$ cat src/hdl/dxtd_pkg.sv
`timescale 1ns / 1ps

package dxtd_pkg;

  // Format codes of the block_format register.
  localparam logic [1:0] FMT_DXT1 = 2'd0;
  localparam logic [1:0] FMT_DXT3 = 2'd1;
  localparam logic [1:0] FMT_DXT5 = 2'd2;

  // Geometry of one block.
  localparam int ROWS = 4;
  localparam int COLS = 4;

  // One compressed block as it arrives.
  typedef struct packed {
    logic [63:0] alpha_half;
    logic [63:0] color_half;
  } in_t;

  // One decoded texel row.
  typedef struct packed {
    logic [1:0]  row_index;
    logic [31:0] texel_0;
    logic [31:0] texel_1;
    logic [31:0] texel_2;
    logic [31:0] texel_3;
    logic        last_row;
  } out_t;

  // Color and alpha palettes of one block.
  typedef struct packed {
    logic [3:0][31:0] color;
    logic [7:0][7:0]  alpha;
  } pal_t;

endpackage

$ cat src/hdl/dxtd_palette.sv
`timescale 1ns / 1ps

module dxtd_palette (
  input  dxtd_pkg::in_t  block,
  output dxtd_pkg::pal_t pal
);
  import dxtd_pkg::*;

  // Reciprocal constants: exact for every numerator that can occur here.
  localparam logic [10:0] RECIP3 = 11'd683;   // 2^11 / 3, exact below 2048
  localparam logic [11:0] RECIP7 = 12'd2341;  // 2^14 / 7, exact below 5461
  localparam logic [11:0] RECIP5 = 12'd3277;  // 2^14 / 5, exact below 16384

  function automatic logic [23:0] widen565(input logic [15:0] c);
    logic [4:0] r;
    logic [5:0] g;
    logic [4:0] b;
    r = c[15:11];
    g = c[10:5];
    b = c[4:0];
    return {r, r[4:2], g, g[5:4], b, b[4:2]};
  endfunction

  function automatic logic [7:0] div3(input logic [9:0] x);
    logic [20:0] p;
    p = x * RECIP3;
    return p[18:11];
  endfunction

  function automatic logic [7:0] div7(input logic [10:0] x);
    logic [22:0] p;
    p = x * RECIP7;
    return p[21:14];
  endfunction

  function automatic logic [7:0] div5(input logic [10:0] x);
    logic [22:0] p;
    p = x * RECIP5;
    return p[21:14];
  endfunction

  logic [15:0] e0;
  logic [15:0] e1;
  logic [23:0] c0;
  logic [23:0] c1;
  logic        four_color;
  logic [7:0]  a0;
  logic [7:0]  a1;
  logic [23:0] mix21;
  logic [23:0] mix12;
  logic [23:0] mid;

  assign e0 = block.color_half[15:0];
  assign e1 = block.color_half[31:16];
  assign c0 = widen565(e0);
  assign c1 = widen565(e1);
  assign four_color = e0 > e1;
  assign a0 = block.alpha_half[7:0];
  assign a1 = block.alpha_half[15:8];

  // Per-channel blends of the two color endpoints.
  always_comb begin
    logic [9:0] s21;
    logic [9:0] s12;
    logic [8:0] s11;
    for (int ch = 0; ch < 3; ch++) begin
      s21 = {1'b0, c0[8*ch +: 8], 1'b0} + {2'b00, c1[8*ch +: 8]};
      s12 = {2'b00, c0[8*ch +: 8]} + {1'b0, c1[8*ch +: 8], 1'b0};
      s11 = {1'b0, c0[8*ch +: 8]} + {1'b0, c1[8*ch +: 8]};
      mix21[8*ch +: 8] = div3(s21);
      mix12[8*ch +: 8] = div3(s12);
      mid[8*ch +: 8]   = s11[8:1];
    end
  end

  always_comb begin
    logic [10:0] num;
    // Color palette: four opaque colors, or three plus transparent black.
    pal.color[0] = {8'hFF, c0};
    pal.color[1] = {8'hFF, c1};
    if (four_color) begin
      pal.color[2] = {8'hFF, mix21};
      pal.color[3] = {8'hFF, mix12};
    end else begin
      pal.color[2] = {8'hFF, mid};
      pal.color[3] = 32'd0;
    end

    // Alpha palette: six rounded sevenths, or four rounded fifths plus 0 and 255.
    pal.alpha[0] = a0;
    pal.alpha[1] = a1;
    if (a0 > a1) begin
      for (int i = 0; i < 6; i++) begin
        num = 11'((6 - i) * a0 + (1 + i) * a1 + 3);
        pal.alpha[i + 2] = div7(num);
      end
    end else begin
      for (int i = 0; i < 4; i++) begin
        num = 11'((4 - i) * a0 + (1 + i) * a1 + 2);
        pal.alpha[i + 2] = div5(num);
      end
      pal.alpha[6] = 8'h00;
      pal.alpha[7] = 8'hFF;
    end
  end

endmodule

$ cat src/hdl/dxtd_lane.sv
`timescale 1ns / 1ps

module dxtd_lane (
  input  logic [1:0]     fmt,
  input  dxtd_pkg::pal_t pal,
  input  logic [1:0]     color_idx,
  input  logic [3:0]     alpha_nib,
  input  logic [2:0]     alpha_idx,
  output logic [31:0]    texel
);
  import dxtd_pkg::*;

  logic [31:0] color;

  assign color = pal.color[color_idx];

  // Alpha comes from the format: explicit nibble, interpolated, or the color entry.
  always_comb begin
    texel = color;
    case (fmt)
      FMT_DXT3: texel = {alpha_nib, alpha_nib, color[23:0]};
      FMT_DXT5: texel = {pal.alpha[alpha_idx], color[23:0]};
      default:  texel = color;
    endcase
  end

endmodule

$ cat src/hdl/dxt_block_decoder.sv
`timescale 1ns / 1ps

// S3TC block decoder for DXT1, DXT3 and DXT5 4x4 blocks.
// Input: a block is transferred at a rising edge with start high and busy low.
// Configuration: block_format is written on cfg_data when cfg_valid and
// cfg_ready are both high; cfg_ready is always high. Write it only while idle.
// Output: each block gives four rows, top first, one per cycle, each shown on
// result for exactly one cycle with result_valid high; last_row marks row 3.
// Order: a block passes from the input register to the row emitter, and each
// row is then registered on result; the four rows follow in consecutive
// cycles.
// Throughput: limited by the single row emitter, which feeds the four texel
// lanes one row per cycle. A block waiting in the input register while the
// emitter works holds busy high.
// Reset: clears all in-flight blocks and sets block_format to DXT1.
// The receiver cannot stall; results are never held back.
module dxt_block_decoder (
  input  logic            clk,
  input  logic            rst,
  input  logic            start,
  output logic            busy,
  input  dxtd_pkg::in_t   block,
  input  logic            cfg_valid,
  output logic            cfg_ready,
  input  logic [1:0]      cfg_data,
  output logic            result_valid,
  output dxtd_pkg::out_t  result
);
  import dxtd_pkg::*;

  logic [1:0]  block_format;

  logic        s1_valid;
  in_t         s1_block;
  pal_t        s1_pal;

  logic        em_valid;
  logic [1:0]  em_row;
  pal_t        em_pal;
  logic [63:0] em_alpha;
  logic [31:0] em_cidx;

  logic        advance;
  logic        accept;

  logic [3:0][7:0]  crow_all;
  logic [3:0][15:0] nib_all;
  logic [3:0][11:0] aidx_all;
  logic [3:0][1:0]  crow;
  logic [3:0][3:0]  nib;
  logic [3:0][2:0]  aidx;
  logic [3:0][31:0] texels;

  // Handshake: the emitter frees up on its last row.
  assign advance   = !em_valid || (em_row == 2'd3);
  assign busy      = s1_valid && !advance;
  assign accept    = start && !busy;
  assign cfg_ready = 1'b1;

  always_ff @(posedge clk) begin
    if (rst) begin
      block_format <= FMT_DXT1;
    end else if (cfg_valid && cfg_ready) begin
      block_format <= cfg_data;
    end
  end

  // Input stage.
  always_ff @(posedge clk) begin
    if (rst) begin
      s1_valid <= 1'b0;
    end else if (accept) begin
      s1_valid <= 1'b1;
    end else if (advance) begin
      s1_valid <= 1'b0;
    end
  end

  always_ff @(posedge clk) begin
    if (accept) begin
      s1_block <= block;
    end
  end

  dxtd_palette u_palette (
    .block (s1_block),
    .pal   (s1_pal)
  );

  // Row emitter: holds one block's palettes and indices while its four rows go out.
  always_ff @(posedge clk) begin
    if (rst) begin
      em_valid <= 1'b0;
      em_row   <= 2'd0;
    end else if (advance) begin
      em_valid <= s1_valid;
      em_row   <= 2'd0;
    end else begin
      em_row   <= em_row + 2'd1;
    end
  end

  always_ff @(posedge clk) begin
    if (advance && s1_valid) begin
      em_pal   <= s1_pal;
      em_alpha <= s1_block.alpha_half;
      em_cidx  <= s1_block.color_half[63:32];
    end
  end

  // Pick the current row's index fields.
  assign crow_all = em_cidx;
  assign nib_all  = em_alpha;
  assign aidx_all = em_alpha[63:16];
  assign crow     = crow_all[em_row];
  assign nib      = nib_all[em_row];
  assign aidx     = aidx_all[em_row];

  // Four texel lanes, one per column.
  for (genvar x = 0; x < COLS; x++) begin : g_lane
    dxtd_lane u_lane (
      .fmt       (block_format),
      .pal       (em_pal),
      .color_idx (crow[x]),
      .alpha_nib (nib[x]),
      .alpha_idx (aidx[x]),
      .texel     (texels[x])
    );
  end

  // Merge the lanes into the registered row result.
  always_ff @(posedge clk) begin
    if (rst) begin
      result_valid <= 1'b0;
    end else begin
      result_valid <= em_valid;
    end
  end

  always_ff @(posedge clk) begin
    result.row_index <= em_row;
    result.texel_0   <= texels[0];
    result.texel_1   <= texels[1];
    result.texel_2   <= texels[2];
    result.texel_3   <= texels[3];
    result.last_row  <= (em_row == 2'd3);
  end

endmodule

$ cat config.mk
export PLATFORM = sky130hd
export DESIGN_NAME = dxt_block_decoder
export DESIGN_NICKNAME = d
export VERILOG_FILES = /design/src/hdl/dxtd_pkg.sv /design/src/hdl/dxtd_palette.sv /design/src/hdl/dxtd_lane.sv /design/src/hdl/dxt_block_decoder.sv
export SDC_FILE = /design/constraint.sdc
export NUM_CORES = 2
export LEC_CHECK = 0
export BUFFER_PORTS_ARGS = -buffer_cell sky130_fd_sc_hd__buf_2
export CAP_MARGIN = 20
export CORE_UTILIZATION = 47
export DETAILED_ROUTE_END_ITERATION = 10
export PLACE_DENSITY = 0.66
export SETUP_SLACK_MARGIN = 0.3
export SLEW_MARGIN = 20
export SYNTH_ARGS = -nofsm -noshare
export SYNTH_HDL_FRONTEND = slang
export SYNTH_HIERARCHICAL = 1
export SYNTH_SLANG_ARGS = --single-unit
$ cat constraint.sdc
create_clock -name clk -period 8.5 [get_ports clk]
set_input_delay 0.85 -clock clk [delete_from_list [all_inputs] [get_ports clk]]
set_output_delay 0.85 -clock clk [all_outputs]
set_load 0.05 [all_outputs]
==> impl_metrics.yaml <==
worst_setup_path:
  cp.required_ns: 8.89
  cp_slowest_cell: "fa_1"
  reg2reg_from: "s1_block[65]"
  path_buf_inv: 5
  critical_path_class: "flip-flop to flip-flop"
  arrival_ns: 8.33
  crit_path_end: "em_pal[31]"
  worstReg2RegEnd: "em_pal[31]"
  crit_family: "adder cells"
  r2r_setup_slack_ns: 0.56
  critical_path.startpoint: "s1_block[65]"
  worst-path-max-fanout: 4
  path_depth: 30
  cpPeakStageDelay_ns: 0.52
  start_kind: "flip-flop"
  endpoint_kind: "flip-flop"
  reg2reg_depth: 30
timing:
  min_period_ns: 7.94
  rsz0062_at_grt: "yes"
  clock_skew_ns: 0.0429
  setup_viol: 0
  setup_tns_ns: 0
  fmax_ghz: 0.126
  slew_viol_final: 0
  relSlewSlack_pct: 27.5
  worstMarginPinSlew_ns: 1.09
  finalHoldViolCount: 0
  fin_crit_sh_pct: 93.4
floorplanning:
  coreArea_sq_um: 117000
  rows: 125
  start_util_pct: 47.6
  die_width_microns: 346
  dieArea_sq_um: 120000
  die_h_microns: 346
  io_pins: 268
detailed_routing:
  ant_nets: 0
  via_per_inst: 5.70
  initialDrtViolationCount: 2752
  vias: 36700
  drcViolationCount: 0
  drt_wl_total_microns: 142000
  first_pass_iters: 6
  routedWlPerCell_microns: 22.1
layout:
  final_nets: 6552
  multi_input_area_sq_um: 37200
  nFillCells: 9917
  register_area_sq_um: 15300
  utilization_pct: 51.9
  area_growth_pct: 9.03
  drive_gt1_share_pct: 14.4
hold_path:
  hold_class: "input pin to flip-flop"
  hold_depth: 1
placement:
  portBuffers: 266
  dp_hpwl_microns: 114000
  globalplace.congestion: 0.936
logic_synthesis:
  synth-seq-cells: 554
  synth_area_leaders: "ha_1 27%, edfxtp_1 22%, fa_1 13%"
  synth_warnings: 6
  synthMuxAreaShare_pct: 9.57
  synth_top_area_share_pct: 26.8
  netlist_instances: 4609
  syn_area_sq_um: 55600
  synth-compound-area-share_pct: 6.93
  yosys.cell_types.count: 85
  synthXorXnorAreaFrac_pct: 4.49
  dominantRegCellSynth: "edfxtp_1"
  synth_top_family_by_area: "adder cells"
  synth-simple-area-share_pct: 5.19
  synth_top_area_cell: "ha_1"
  avgSynthCellArea_sq_um: 12.1
  yosysSeqAreaShare_pct: 27.4
  synth_fa_ha_area_share_pct: 40.1
  async_reset_ff_share_pct: 0
  synth_edf_count: 416
clocking:
  cts_buffers: 60
  cts.clk_slew.worst_paths_ns: 0.06
  clkLatencyLatePin_ns: 0.68
  htreeDepth: 2
  postCtsHoldBufs: 0
  cts_buffer_depth: 3
  cts.sinks: 554
  cts_tree: "built"
  clockRootBuffer: "clkbuf_16"
global_route:
  grt_usage_pct: 23.9
  grt_pass1_wl_microns: 219000
  grt_pass1_vias: 37700
  grt_overflow: 0
  grt_max_degree: 157
  antenna_found_initial: 14
run_status:
  status: "completed"
flow_run:
  max-cap-violations: 0
==> layout make-up <==
type / count / area share [%]
Antenna cell: 2 / 0.00825
Clock buffer: 85 / 2.91
Clock inverter: 29 / 0.524
Inverter: 611 / 3.78
Multi-Input combinational cell: 3294 / 61.4
Sequential cell: 554 / 25.1
Tap cell: 1524 / 3.14
Timing Repair Buffer: 336 / 3.13
==> worst min path at each step <==
stage / from / endpoint
floorplan: em_row[1] / result[130]
global placement: s1_block[32] / crow_all[0]
detailed placement: s1_block[45] / crow_all[13]
CTS: block[53] / s1_block[53]
global route: block[61] / s1_block[61]
finish: block[11] / s1_block[11]
==> flip-flops by register name, summed over array words and instances, names as in the netlist <==
name and count:
block_format 2, em_valid 1, result_valid 1, crow_all 32, em_pal 192, s1_block 128, s1_valid 1, em_row 2
result 131, em_alpha 64
==> kinds of logic (layout without fill, tap and decap cells) <==
logic type,after synthesis,after routing
buf+inv,784,1061
xor+xnor,284,284
compound gates,597,597
fa+ha+maj,1561,1561
flops,554,554
other cells,2,27
simple gates,591,591
mux,236,236
==> routing by layer <==
layer	vias up	track usage [%]	routed length (microns)
li1	17000	-	-
met5	-	0	110
met1	18200	33.3	63100
met4	16	6.05	3550
met2	1202	38.5	65000
met3	228	4.18	10500
==> cell usage in the layout (no fill, tap or decap), types with 111 or more instances in the layout <==
cell type  Yosys  final
o21ai_0      116    111
dfxtp_1      138    136
ha_1        1190   1186
inv_1        611    611
a21oi_1      189    182
fa_1         371    369
nand2_1      152    150
buf_2         20    266
nor2_1       153    153
edfxtp_1     416    416
mux4_2       199    202
xnor2_1      202    191
==> per-stage QoR <==
stage	instances	cell area (sq um)	setup WS, ns	hold WS [ns]
after floorplan	4632	55700	0.384	0.350
after global placement	6310	58300	0.470	0.402
after detailed placement	6310	58300	0.253	0.405
after CTS	6424	60400	0.303	0.313
after global routing	6433	60700	0.0709	0.320
final	6435	60700	0.563	0.349
==> synth_stat cells (all sizes together), types with 5 or more instances <==
master   count
a2111oi      9
a211o        5
a211oi      17
a21o        50
a21oi      189
a22oi       33
a31oi       16
and2        11
and3         9
and3b        6
and4         8
buf        149
clkbuf      24
dfxtp      138
edfxtp     416
fa         371
ha        1190
inv        611
mux2i        7
mux4       228
nand2      152
nand2b      25
nand3       70
nand4       21
nand4b       5
nor2       153
nor2b       30
nor3        54
nor3b        8
o2111ai      7
o211ai      10
o21a        36
o21ai      117
o21bai      45
o31ai       12
o41ai        7
or2          6
or3         19
xnor2      202
xor2        81
==> repair_timing <==
| item | 4_1_cts | 5_1_grt |
|---|---|---|
| endpoints found under the setup margin | 2 | 18 |
| resized for setup | 2 | 43 |
| setup buffers | 0 | 9 |
| pin swaps | 0 | 8 |
Power is left out: the tool's default activity adds up to more than one toggle a clock period on the data nets, which glitch-free logic cannot reach.
